$ cat src/sv/date_add_days_core_macros.svh
// Assertion macros for the date adder.
// Included by RTL files that carry concurrent checks; no other dependencies.
`ifndef DATE_ADD_DAYS_CORE_MACROS_SVH
`define DATE_ADD_DAYS_CORE_MACROS_SVH

// Same-cycle implication, disabled during reset.
`define DAD_ASSERT_IMP(lbl, clk, rst_n, ante, cons, msg) \
    lbl: assert property (@(posedge clk) disable iff (!rst_n) (ante) |-> (cons)) else $error(msg);

// Next-cycle implication, disabled during reset.
`define DAD_ASSERT_NXT(lbl, clk, rst_n, ante, cons, msg) \
    lbl: assert property (@(posedge clk) disable iff (!rst_n) (ante) |=> (cons)) else $error(msg);

`endif

$ cat src/sv/dad_pkg.sv
// Shared types, constants and calendar functions for the date adder.
// No dependencies; imported by every module of the block.
`default_nettype none

package dad_pkg;

    localparam int ADD_BITS_DEF = 16;
    localparam int QUEUE_DEPTH  = 2;

    localparam logic [3:0] MONTH_JAN = 4'd1;
    localparam logic [3:0] MONTH_FEB = 4'd2;
    localparam logic [3:0] MONTH_DEC = 4'd12;
    localparam logic [3:0] MONTHS    = 4'd12;
    localparam logic [4:0] FEB_DAYS  = 5'd28;
    localparam logic [4:0] MAX_DAY   = 5'd31;

    localparam logic signed [15:0] YEAR_MAX  = 16'sh7FFF;
    localparam logic signed [15:0] YEAR_NEG1 = -16'sd1;
    localparam logic signed [15:0] YEAR_ONE  = 16'sd1;

    // Divisibility by 25 of a 16-bit value: multiply by the inverse of 25 mod 2^16;
    // the product lands at or below 65535/25 exactly for multiples of 25.
    localparam logic [15:0] INV25     = 16'd23593;
    localparam logic [15:0] DIV25_MAX = 16'(65535 / 25);

    typedef enum logic [2:0] {
        ST_OK          = 3'd0,
        ST_YEAR_ZERO   = 3'd1,
        ST_BAD_DAY     = 3'd2,
        ST_BAD_MONTH   = 3'd3,
        ST_DAY_PAST    = 3'd4,
        ST_FEB_NONLEAP = 3'd5,
        ST_FEB_OVER    = 3'd6,
        ST_OVERFLOW    = 3'd7
    } dad_status_t;

    typedef enum logic {
        B_IDLE,
        B_RUN
    } dad_bstate_t;

    typedef struct packed {
        logic signed [15:0] start_year;
        logic [3:0]         start_month;
        logic [4:0]         start_day;
        logic [15:0]        days_to_add;
    } dad_req_t;

    typedef struct packed {
        logic signed [15:0] new_year;
        logic [3:0]         new_month;
        logic [4:0]         new_day;
        dad_status_t        status;
    } dad_rsp_t;

    // fin: result is complete; otherwise the item starts at day 1 of year/month.
    typedef struct packed {
        logic               fin;
        logic               leap;
        dad_status_t        status;
        logic signed [15:0] year;
        logic [3:0]         month;
        logic [4:0]         day;
    } dad_entry_t;

    // |y| divisible by 4 and not 100, or by 400 (400 = 16 * 25, 100 = 4 * 25).
    function automatic logic is_leap(input logic signed [15:0] y);
        logic [15:0] a;
        logic [15:0] p;
        logic        div25;
        a     = y[15] ? (~y + 16'd1) : y;
        p     = 16'(a * INV25);
        div25 = (p <= DIV25_MAX);
        return ((a[1:0] == 2'd0) && !div25) || ((a[3:0] == 4'd0) && div25);
    endfunction

    function automatic logic [4:0] month_len(input logic [3:0] m);
        logic [4:0] n;
        case (m)
            4'd2:    n = FEB_DAYS;
            4'd4,
            4'd6,
            4'd9,
            4'd11:   n = MAX_DAY - 5'd1;
            default: n = MAX_DAY;
        endcase
        return n;
    endfunction

    function automatic logic [4:0] days_in(input logic [3:0] m, input logic leap);
        return month_len(m) + {4'd0, (m == MONTH_FEB) && leap};
    endfunction

    function automatic logic signed [15:0] next_year(input logic signed [15:0] y);
        return (y == YEAR_NEG1) ? YEAR_ONE : (y + 16'sd1);
    endfunction

endpackage

`default_nettype wire

$ cat src/sv/date_add_days_core.sv
// Top level of the Gregorian date adder: front end, item queue, back end.
// Depends on dad_pkg, dad_front, dad_queue and dad_back.
//
//   channel   handshake          payload
//   request   start / busy       req  (dad_req_t)
//   result    done (strobe)      rsp  (dad_rsp_t)
//
// Front end: capture, leap check, date check; it holds one item at a time.
// Back end: pops an item, then steps one month per cycle with the single
// month/year stepper until the days fit, then strobes done.
// busy is high while the front end holds an item or the queue is full.
// Reset clears control state only; there is no clearing pass.
`default_nettype none

module date_add_days_core
    import dad_pkg::*;
#(
    parameter int ADD_BITS = ADD_BITS_DEF
)
(
    input  wire logic     clk,
    input  wire logic     rst_n,
    input  wire logic     start,
    output logic          busy,
    input  wire dad_req_t req,
    output logic          done,
    output dad_rsp_t      rsp
);

    logic                push;
    dad_entry_t          push_entry;
    logic [ADD_BITS-1:0] push_add;
    logic                pop;
    logic                empty;
    logic                full;
    dad_entry_t          head_entry;
    logic [ADD_BITS-1:0] head_add;

    dad_front #(
        .ADD_BITS (ADD_BITS)
    ) u_front (
        .clk        (clk),
        .rst_n      (rst_n),
        .start      (start),
        .busy       (busy),
        .req        (req),
        .full       (full),
        .push       (push),
        .push_entry (push_entry),
        .push_add   (push_add)
    );

    dad_queue #(
        .ADD_BITS (ADD_BITS)
    ) u_queue (
        .clk        (clk),
        .rst_n      (rst_n),
        .push       (push),
        .push_entry (push_entry),
        .push_add   (push_add),
        .pop        (pop),
        .empty      (empty),
        .full       (full),
        .head_entry (head_entry),
        .head_add   (head_add)
    );

    dad_back #(
        .ADD_BITS (ADD_BITS)
    ) u_back (
        .clk        (clk),
        .rst_n      (rst_n),
        .empty      (empty),
        .head_entry (head_entry),
        .head_add   (head_add),
        .pop        (pop),
        .done       (done),
        .rsp        (rsp)
    );

endmodule

`default_nettype wire

$ cat src/sv/dad_front.sv
// Front end: takes an item, checks the start date, completes it if the days
// fit, else moves it to day 1 of the next month. Depends on dad_pkg.
`default_nettype none

module dad_front
    import dad_pkg::*;
#(
    parameter int ADD_BITS = ADD_BITS_DEF
)
(
    input  wire logic                clk,
    input  wire logic                rst_n,
    input  wire logic                start,
    output logic                     busy,
    input  wire dad_req_t            req,
    input  wire logic                full,
    output logic                     push,
    output dad_entry_t               push_entry,
    output logic [ADD_BITS-1:0]      push_add
);

    logic       s1_v_reg, s1_v_next;
    logic       s2_v_reg, s2_v_next;
    dad_req_t   s1_req_reg;
    dad_req_t   s2_req_reg;
    logic       s2_leap_reg;
    logic       accept;

    logic signed [15:0]  y;
    logic [3:0]          m;
    logic [4:0]          d;
    logic [ADD_BITS-1:0] add;
    logic [4:0]          dim;
    logic [4:0]          left;

    assign busy   = s1_v_reg || s2_v_reg || full;
    assign accept = start && !busy;
    assign push   = s2_v_reg && !full;

    always_comb
    begin
        s1_v_next = accept;
        s2_v_next = s1_v_reg || (s2_v_reg && full);
    end

    always_ff @(posedge clk or negedge rst_n)
    begin
        if (!rst_n)
        begin
            s1_v_reg <= 1'b0;
            s2_v_reg <= 1'b0;
        end
        else
        begin
            s1_v_reg <= s1_v_next;
            s2_v_reg <= s2_v_next;
        end
    end

    always_ff @(posedge clk)
    begin
        if (accept)
        begin
            s1_req_reg <= req;
        end
        if (s1_v_reg)
        begin
            s2_req_reg  <= s1_req_reg;
            s2_leap_reg <= is_leap(s1_req_reg.start_year);
        end
    end

    always_comb
    begin
        y    = s2_req_reg.start_year;
        m    = s2_req_reg.start_month;
        d    = s2_req_reg.start_day;
        add  = ADD_BITS'(s2_req_reg.days_to_add);
        dim  = days_in(m, s2_leap_reg);
        left = dim - d;

        push_entry      = '0;
        push_entry.fin  = 1'b1;
        push_entry.leap = s2_leap_reg;
        push_add        = '0;

        if (y == 16'sd0)
            push_entry.status = ST_YEAR_ZERO;
        else if (d == 5'd0)
            push_entry.status = ST_BAD_DAY;
        else if (m == 4'd0 || m > MONTHS)
            push_entry.status = ST_BAD_MONTH;
        else if (m != MONTH_FEB && d > month_len(m))
            push_entry.status = ST_DAY_PAST;
        else if (m == MONTH_FEB && d > FEB_DAYS && !s2_leap_reg)
            push_entry.status = ST_FEB_NONLEAP;
        else if (m == MONTH_FEB && d > (FEB_DAYS + 5'd1))
            push_entry.status = ST_FEB_OVER;
        else if (add <= ADD_BITS'(left))
        begin
            push_entry.year  = y;
            push_entry.month = m;
            push_entry.day   = d + add[4:0];
        end
        else
        begin
            push_add = add - ADD_BITS'(left) - ADD_BITS'(1);
            if (m == MONTH_DEC)
            begin
                if (y == YEAR_MAX)
                    push_entry.status = ST_OVERFLOW;
                else
                begin
                    push_entry.fin   = 1'b0;
                    push_entry.year  = next_year(y);
                    push_entry.month = MONTH_JAN;
                end
            end
            else
            begin
                push_entry.fin   = 1'b0;
                push_entry.year  = y;
                push_entry.month = m + 4'd1;
            end
        end
    end

endmodule

`default_nettype wire

$ cat src/sv/dad_queue.sv
// Short FIFO between front and back end, show-ahead read.
// Depends on dad_pkg.
`default_nettype none

module dad_queue
    import dad_pkg::*;
#(
    parameter int ADD_BITS = ADD_BITS_DEF
)
(
    input  wire logic                clk,
    input  wire logic                rst_n,
    input  wire logic                push,
    input  wire dad_entry_t          push_entry,
    input  wire logic [ADD_BITS-1:0] push_add,
    input  wire logic                pop,
    output logic                     empty,
    output logic                     full,
    output dad_entry_t               head_entry,
    output logic [ADD_BITS-1:0]      head_add
);

    localparam int PTR_W = (QUEUE_DEPTH > 1) ? $clog2(QUEUE_DEPTH) : 1;
    localparam int CNT_W = $clog2(QUEUE_DEPTH + 1);

    dad_entry_t          entry_mem [QUEUE_DEPTH];
    logic [ADD_BITS-1:0] add_mem   [QUEUE_DEPTH];
    dad_entry_t          head_entry_reg;
    logic [ADD_BITS-1:0] head_add_reg;

    logic [PTR_W-1:0] wr_ptr_reg, wr_ptr_next;
    logic [PTR_W-1:0] rd_ptr_reg, rd_ptr_next;
    logic [CNT_W-1:0] count_reg, count_next;

    assign empty      = (count_reg == CNT_W'(0));
    assign full       = (count_reg == CNT_W'(QUEUE_DEPTH));
    assign head_entry = head_entry_reg;
    assign head_add   = head_add_reg;

    always_comb
    begin
        wr_ptr_next = wr_ptr_reg;
        rd_ptr_next = rd_ptr_reg;
        count_next  = count_reg;
        if (push)
            wr_ptr_next = (wr_ptr_reg == PTR_W'(QUEUE_DEPTH - 1)) ? '0 : wr_ptr_reg + PTR_W'(1);
        if (pop)
            rd_ptr_next = (rd_ptr_reg == PTR_W'(QUEUE_DEPTH - 1)) ? '0 : rd_ptr_reg + PTR_W'(1);
        if (push && !pop)
            count_next = count_reg + CNT_W'(1);
        else if (pop && !push)
            count_next = count_reg - CNT_W'(1);
    end

    always_ff @(posedge clk or negedge rst_n)
    begin
        if (!rst_n)
        begin
            wr_ptr_reg <= '0;
            rd_ptr_reg <= '0;
            count_reg  <= '0;
        end
        else
        begin
            wr_ptr_reg <= wr_ptr_next;
            rd_ptr_reg <= rd_ptr_next;
            count_reg  <= count_next;
        end
    end

    // head register holds the entry at the next read pointer; a write to that
    // slot in the same cycle is forwarded
    always_ff @(posedge clk)
    begin
        if (push)
        begin
            entry_mem[wr_ptr_reg] <= push_entry;
            add_mem[wr_ptr_reg]   <= push_add;
        end
        if (push && (wr_ptr_reg == rd_ptr_next))
        begin
            head_entry_reg <= push_entry;
            head_add_reg   <= push_add;
        end
        else
        begin
            head_entry_reg <= entry_mem[rd_ptr_next];
            head_add_reg   <= add_mem[rd_ptr_next];
        end
    end

endmodule

`default_nettype wire

$ cat src/sv/dad_back.sv
// Back end: strobes finished items, steps others a month per cycle until
// days fit, then strobes. Depends on dad_pkg and the assertion macros.
`default_nettype none
`include "date_add_days_core_macros.svh"

module dad_back
    import dad_pkg::*;
#(
    parameter int ADD_BITS = ADD_BITS_DEF
)
(
    input  wire logic                clk,
    input  wire logic                rst_n,
    input  wire logic                empty,
    input  wire dad_entry_t          head_entry,
    input  wire logic [ADD_BITS-1:0] head_add,
    output logic                     pop,
    output logic                     done,
    output dad_rsp_t                 rsp
);

    dad_bstate_t         bstate_reg, bstate_next;
    logic signed [15:0]  year_reg,   year_next;
    logic [3:0]          month_reg,  month_next;
    logic [ADD_BITS-1:0] add_reg,    add_next;
    logic                leap_reg,   leap_next;
    logic                done_reg,   done_next;
    dad_rsp_t            rsp_reg,    rsp_next;
    logic [4:0]          dim;

    assign done = done_reg;
    assign rsp  = rsp_reg;

    always_comb
    begin
        bstate_next = bstate_reg;
        year_next   = year_reg;
        month_next  = month_reg;
        add_next    = add_reg;
        // leap flag lags the year by a register; January never reads it
        leap_next   = is_leap(year_reg);
        done_next   = 1'b0;
        rsp_next    = '0;
        pop         = 1'b0;
        dim         = days_in(month_reg, leap_reg);

        case (bstate_reg)
            B_IDLE:
            begin
                if (!empty)
                begin
                    pop = 1'b1;
                    if (head_entry.fin)
                    begin
                        done_next          = 1'b1;
                        rsp_next.new_year  = head_entry.year;
                        rsp_next.new_month = head_entry.month;
                        rsp_next.new_day   = head_entry.day;
                        rsp_next.status    = head_entry.status;
                    end
                    else
                    begin
                        bstate_next = B_RUN;
                        year_next   = head_entry.year;
                        month_next  = head_entry.month;
                        add_next    = head_add;
                        leap_next   = head_entry.leap;
                    end
                end
            end
            B_RUN:
            begin
                if (add_reg < ADD_BITS'(dim))
                begin
                    done_next          = 1'b1;
                    rsp_next.new_year  = year_reg;
                    rsp_next.new_month = month_reg;
                    rsp_next.new_day   = add_reg[4:0] + 5'd1;
                    rsp_next.status    = ST_OK;
                    bstate_next        = B_IDLE;
                end
                else
                begin
                    add_next = add_reg - ADD_BITS'(dim);
                    if (month_reg == MONTH_DEC)
                    begin
                        if (year_reg == YEAR_MAX)
                        begin
                            done_next       = 1'b1;
                            rsp_next.status = ST_OVERFLOW;
                            bstate_next     = B_IDLE;
                        end
                        else
                        begin
                            month_next = MONTH_JAN;
                            year_next  = next_year(year_reg);
                        end
                    end
                    else
                    begin
                        month_next = month_reg + 4'd1;
                    end
                end
            end
            default:
            begin
                bstate_next = B_IDLE;
            end
        endcase
    end

    always_ff @(posedge clk or negedge rst_n)
    begin
        if (!rst_n)
        begin
            bstate_reg <= B_IDLE;
            done_reg   <= 1'b0;
        end
        else
        begin
            bstate_reg <= bstate_next;
            done_reg   <= done_next;
        end
    end

    always_ff @(posedge clk)
    begin
        year_reg  <= year_next;
        month_reg <= month_next;
        add_reg   <= add_next;
        leap_reg  <= leap_next;
        rsp_reg   <= rsp_next;
    end

    `DAD_ASSERT_IMP(a_err_zero, clk, rst_n, done_reg && rsp_reg.status != ST_OK, rsp_reg.new_year == 16'sd0 && rsp_reg.new_month == 4'd0 && rsp_reg.new_day == 5'd0, "error result carries a date")
    `DAD_ASSERT_IMP(a_ok_date, clk, rst_n, done_reg && rsp_reg.status == ST_OK, rsp_reg.new_year != 16'sd0 && rsp_reg.new_month != 4'd0 && rsp_reg.new_month <= MONTHS && rsp_reg.new_day != 5'd0, "ok result out of range")
    `DAD_ASSERT_NXT(a_add_drops, clk, rst_n, bstate_reg == B_RUN && bstate_next == B_RUN, add_reg < $past(add_reg), "month step did not consume days")

endmodule

`default_nettype wire

$ cat config.mk
export PLATFORM = sky130hd
export DESIGN_NAME = date_add_days_core
export DESIGN_NICKNAME = d
export VERILOG_FILES = /design/src/sv/dad_pkg.sv /design/src/sv/date_add_days_core.sv /design/src/sv/dad_front.sv /design/src/sv/dad_queue.sv /design/src/sv/dad_back.sv
export VERILOG_INCLUDE_DIRS = /design/src /design/src/sv
export SDC_FILE = /design/constraint.sdc
export NUM_CORES = 1
export LEC_CHECK = 0
export BUFFER_PORTS_ARGS = -buffer_cell sky130_fd_sc_hd__clkbuf_2
export CAP_MARGIN = 20
export CORE_AREA = 10 10 188 190
export DETAILED_ROUTE_END_ITERATION = 7
export DIE_AREA = 0 0 198 200
export PLACE_DENSITY = 0.67
export SETUP_SLACK_MARGIN = 0.02
export SYNTH_ARGS = -nofsm -noshare
export SYNTH_HDL_FRONTEND = slang
export SYNTH_SLANG_ARGS = --single-unit
export TNS_END_PERCENT = 10
$ cat constraint.sdc
create_clock -name clk -period 5.95 [get_ports clk]
set_input_delay 0.595 -clock clk [delete_from_list [all_inputs] [get_ports clk]]
set_output_delay 0.595 -clock clk [all_outputs]
set_load 0.005 [all_outputs]
* Word-level counts from Yosys, hierarchy flattened *
Memory sizes are Yosys's and may differ from the RTL's. A register that Yosys moved wholly into a read port is not among the register bits.
Index checks and enable logic that the tools add are counted.

cells by class
  $add $sub $neg = 18
  multiply operators = 2
  order comparisons = 8
  equality and inequality tests = 24
  muxes and demuxes = 91
  bitwise gates (word level) = 3
  reduce and logical (&&, ||, !) cells = 42

operators by type and width
  cell                      number
  $mux W16                  19
  $mux W25                  7
  $pmux W16 S2              2
  $mux W20                  3
  $mux W28                  2
  $pmux W28 S2              1
  $mux W3                   12
  $add A16 B1 Y16 const B   2
  $add A16 B2 Y16 const B   2
  $eq A16 B1 Y1 const B     2
  $eq A16 B16 Y1 const B    2
  $le A16 B12 Y1 const B    2
  $mul A16 B15 Y16 const B  2
  $not A16 Y16              2
  $sub A16 B5 Y16           2
  $mux W1                   29
  $eq A4 B4 Y1 const B      6
  $mux W4                   5
  $mux W5                   4
  $eq A4 B3 Y1 const B      4
  $le A16 B5 Y1             1
  $logic_not A16 Y1         1
  $lt A16 B5 Y1             1
  $sub A16 B1 Y16 const B   1
  other kinds (32)          74

word-level totals
  register bits after elaboration = 156
  bits in writable memories = 92
  word-level logic and storage cells = 214
  memories kept = 2

memories
  name               words  width  rd ports  clocked after Yosys merged registers in  write ports  RTL line         RTL
  u_queue.entry_mem  2      30     1         1                                        1            dad_queue.sv:26  dad_entry_t entry_mem [QUEUE_DEPTH];
  u_queue.add_mem    2      16     1         1                                        1            dad_queue.sv:27  logic [ADD_BITS-1:0] add_mem [QUEUE_DEPTH];

* Depth between registers and ports, before layout *
  word-level depth = 14
  depth in mapped cells = 24
  mapped depth without buffers = 24

* By module *
From an unflattened synthesis, not the netlist that was laid out.

second synthesis, totals
  cell total of the unflattened synthesis = 1292
  area total of the unflattened synthesis = 15364.7 um2

modules (own cells, without submodules)
  module     times used  cells an instance  area an instance (um2)
  dad_front  1           580                6343.6
  dad_back   1           552                5292.6
  dad_queue  1           160                3728.6

* Least setup slack after synthesis *
OpenSTA, ideal clock, no wires.

  path type = flip-flop to flip-flop
  start = register u_front.s1_req_reg[27] (netlist name)
  end = register u_front.s2_leap_reg, data pin
  setup time = 0.275 ns
  arrival = 5.304 ns
  setup slack = 0.370 ns
  stages on the path, launching flop included = 23
  path buffers = 0
  period minus slack after synthesis = 5.580 ns
  cell sequence = edfxtp_1 > or3_4 > or4_4 > o21ai_0 > xor2_1 > inv_1 > ha_1 > inv_1 > fa_1 > inv_1 > ha_1 > ha_1 > inv_1 > fa_1 > inv_1 > ha_1 > ha_1 > o21ai_0 > a21oi_1 > o21ai_0 > nand2b_1 > xnor3_1 > a41oi_1

on the way
  word-level cells in the longest chain between the ends = 8
  elaborated cells on any way between the ends = 10
  classes of those cells = add/sub: 1; mul: 1; order compare: 1; mux: 1; bitwise: 1; reduce/logical: 5

ends and longest elaborated chain
  item                    RTL line         RTL
  from (decl)             dad_front.sv:24  dad_req_t s1_req_reg;
  from (signal assigned)  dad_front.sv:64  s1_req_reg <= req;
  $not A16 Y16            dad_pkg.sv:71    a = y[15] ? (~y + 16'd1) : y;
  $add A16 B1 Y16         dad_pkg.sv:71
  $mux W16 (*)            dad_pkg.sv:71
  $mul A16 B15 Y16        dad_pkg.sv:72    p = 16'(a * INV25);
  $le A16 B12 Y1          dad_pkg.sv:73    div25 = (p <= DIV25_MAX);
  $logic_not A1 Y1        dad_pkg.sv:74    return ((a[1:0] == 2'd0) && !div25) || ((a[3:0] == 4'd0) && div25);
  $logic_and A1 B1 Y1     dad_pkg.sv:74
  $logic_or A1 B1 Y1 (*)  dad_pkg.sv:74
  to (signal assigned)    dad_front.sv:69  s2_leap_reg <= is_leap(s1_req_reg.start_year);
  to (decl)               dad_front.sv:26  logic s2_leap_reg;

Every way passes the cells marked *; elsewhere a longest branch is shown, timed or not.
A chain may end at the register's enable or synchronous reset.

* Final worst setup path *
  start = register u_front.s1_req_reg[26] (netlist name)
  end = register u_front.s2_leap_reg, data pin

Same word-level chain as after synthesis.

==> summary.txt <==
Clock tree
  • Root buffer cell: clkbuf_16
  • H-tree lvl count: 1
  • Clk slew on worst S/H paths: ~60 ps
  • Clock Path Buffers: 3
  • CTS tree: built
  • CTS Sinks: 249
  • Clock insertion delay at the later pin of the skew report: ~550 ps
  • Total CTS buffers: 27

Yosys
  • Synth Cell Area: 15190 um2
  • Gate Count Post-Synth: around 1.3k
  • Ys Warns: 0
  • Sequential cell area fraction in the yosys report: around 47%
  • Synthesized flop and latch total: between 200 and 250
  • FFs w/ async S/R, synth: approximately 3.2%
  • Ys flop type: edfxtp_1
  • Post-Syn Nets: 1570
  • Distinct cells, synth: 80
  • Synth Area per Inst: 11.45 um2
  • Post-synth EDFFs: between 200 and 250

STA
  • Hold Violations, Final: 0
  • Worst Clk Skew: ~24 ps
  • RSZ-0062 raised after global routing: false
  • Final min period: about 5600 ps
  • Setup_tns: 0 ps
  • Slew Viols, Final: 0
  • Fmax: ~0.18 GHz
  • Slew @ Worst Pin: about 960 ps
  • Max_slew headroom: 35.78%
  • Setup-failing EPs final: 0
  • Final worst path period share: 93.88%

Setup path
  • Setup crit end: u_front.s2_leap_reg
  • CP Cell Sequence: inv_1, ha_2, inv_1, or4b_4, nand2_1, xnor2_2, ha_1, inv_1, fa_1, inv_1, ha_1, inv_1, fa_1, inv_1, fa_1, ha_4, ha_4, o21ai_2, nand2b_1, o41ai_2, a31oi_1, xor2_1, a311oi_1, a41oi_1
  • Worst setup path start: u_front.s1_req_reg[26]
  • R2R cell count: 24
  • Max stage delay on crit path: just under 600 ps
  • Critical path data required time: 6220 ps
  • Reg2reg setup slack: 360 ps
  • Startpoint Class: register
  • Worst R2R End: u_front.s2_leap_reg
  • CP endpoint kind: register
  • Most frequent CP cell: inv_1
  • WS Path Type: reg -> reg
  • Worst Path Arrival: about 6000 ps
  • Crit path max fanout: 4
  • Crit-path slowest cell: or4b_4
  • Worst reg2reg startpoint: u_front.s1_req_reg[26]

Detailed routing
  • Vias per cell: 5.384
  • DR pass1 iterations: 5
  • Final WL: between 30000 and 40000 um
  • Residual DRC: 0
  • Starting DRT DRC Count: between 500 and 600
  • Via count: between 9k and 10k
  • Remaining antenna violation count: 0
  • WL/cell: about 17 um

Floorplan
  • Die X-Extent: 198 um
  • DIE AREA: between 30000 and 40000 um2
  • # IOs: 74
  • Die height: about 200 um
  • Core area: about 31000 um2
  • # rows: 65
  • Initial Util: between 40% and 50%

Place
  • Post-DP HPWL: between 20000 and 25000 um
  • Port Buf Inserts: 73
  • Routability cong.: 0.8668

Finish
  • Commonest non-fill, non-tap cell in the layout: edfxtp_1
  • Antenna cell count: 0
  • Commonest cells after routing, fill and taps aside: 211 x edfxtp_1, 156 x ha_1, 141 x inv_1
  • Nets: 1656
  • Share of cells above drive strength 1: around 13%
  • Area Overhead vs Synth: 12.71%
  • Max reg flops: 60

Global routing
  • Antenna violations before repair: 0
  • Tot GR Track Use: 15.50%
  • First-pass GRT wire length: 50260 um
  • Grt total ovfl: 0
  • Largest net degree at the start of global routing: 69
  • Vias in the first global route: around 9.8k

Status
  • Status: completed

Flow run
  • Max Cap Viol: 0

Hold path
  • Hold WC Path Type: in -> reg
-- cell usage after synthesis (17+ instances only) --
master    number  area share, %
dfxtp_1       30            4.0
ha_1         160             13
edfxtp_1     211             42
nor2b_1       17           0.70
nand3_1       31            1.0
nor2_1        99            2.4
a21oi_1       50            1.6
fa_1          40            5.3
inv_1        141            3.5
xnor2_1       72            4.2
nand2_1       49            1.2
o22ai_1       21           0.87
o21ai_0       47            1.5
mux2i_1       42            2.8
xor2_1        49            2.8
clkbuf_1      30           0.74
nor3_1        21           0.69
-- what timing repair did --
action,in CTS,in global routing
gates resized for setup,0,15
hold buffers,1,0
setup buffers,0,5
setup endpoints to repair,0,2
hold endpoints to repair,8,0
-- routing by layer --
layer  share of wire (%)  wire, um  vias to the layer above  track usage, %
met2                  47     14480                      219           25.03
met5                   0         0                        -               0
met3                 4.2      1279                       39           2.110
li1                    -         -                     4905               -
met1                  47     14470                     4712           21.62
met4                 1.8       541                        0           3.844
-- cell type report --
type                    count  area [um2]
clock buffers              35       757.0
clock inverters            14       150.1
fillers                  2711       14280
inverters                 142       533.0
multi-input cells         892        7430
flip-flops and latches    249        7141
well taps                 402       503.0
repair buffers            100       603.1
-- critical path, delay by kind of cell, from the launching register on --
family	cells	cell delay, ps
and+or+nand+nor	3	790
DFF	1	410
AOI/OAI and AO/OA	5	690
adders and majority gates	8	2840
xor gates and xnor gates	2	190
buffers and inverters	6	400
-- worst min-delay path by stage --
| stage | start | endpoint | slack [ps] | cells after the start |
|---|---|---|---|---|
| floorplan | rst_n | u_back.bstate_reg | 300 | 0 |
| global placement | u_front.s1_req_reg[18] | u_front.d[2] | 400 | 0 |
| detailed placement | u_front.s1_req_reg[18] | u_front.d[2] | 400 | 0 |
| CTS | req[8] | u_front.s1_req_reg[8] | 190 | 1 |
| global route | req[10] | u_front.s1_req_reg[10] | 200 | 1 |
| finish | req[9] | u_front.s1_req_reg[9] | 210 | 1 |
-- logic make-up after synthesis --
family | count (synthesis) | synth area share (%)
buffers and inverters | 185 | 4.754
xor gates and xnor gates | 124 | 7.382
AOI/OAI and AO/OA | 209 | 8.816
adders and majority gates | 201 | 18.52
DFF | 249 | 47.00
muxes | 42 | 2.768
and+or+nand+nor | 315 | 10.74
other | 1 | 0.02469
-- per-stage QoR --
| step | hold WS (ps) | instance area [um2] | utilization [%] | instances | setup slack, ps |
|---|---|---|---|---|---|
| finish | 214.2 | 17120 | 54.52 | 1834 | 363.9 |
| global route | 196.8 | 17120 | 54.52 | 1834 | 20.91 |
| CTS | 186.9 | 16950 | 53.98 | 1827 | 58.57 |
| detailed placement | 404.5 | 16030 | 51.06 | 1777 | 62.16 |
| global placement | 403.4 | 16030 | 51.06 | 1777 | 180.7 |
| floorplan | 299.4 | 15190 | - | 1326 | 370.2 |
Power is left out: the tool's default activity adds up to more than one toggle a clock period on the data nets, which glitch-free logic cannot reach.
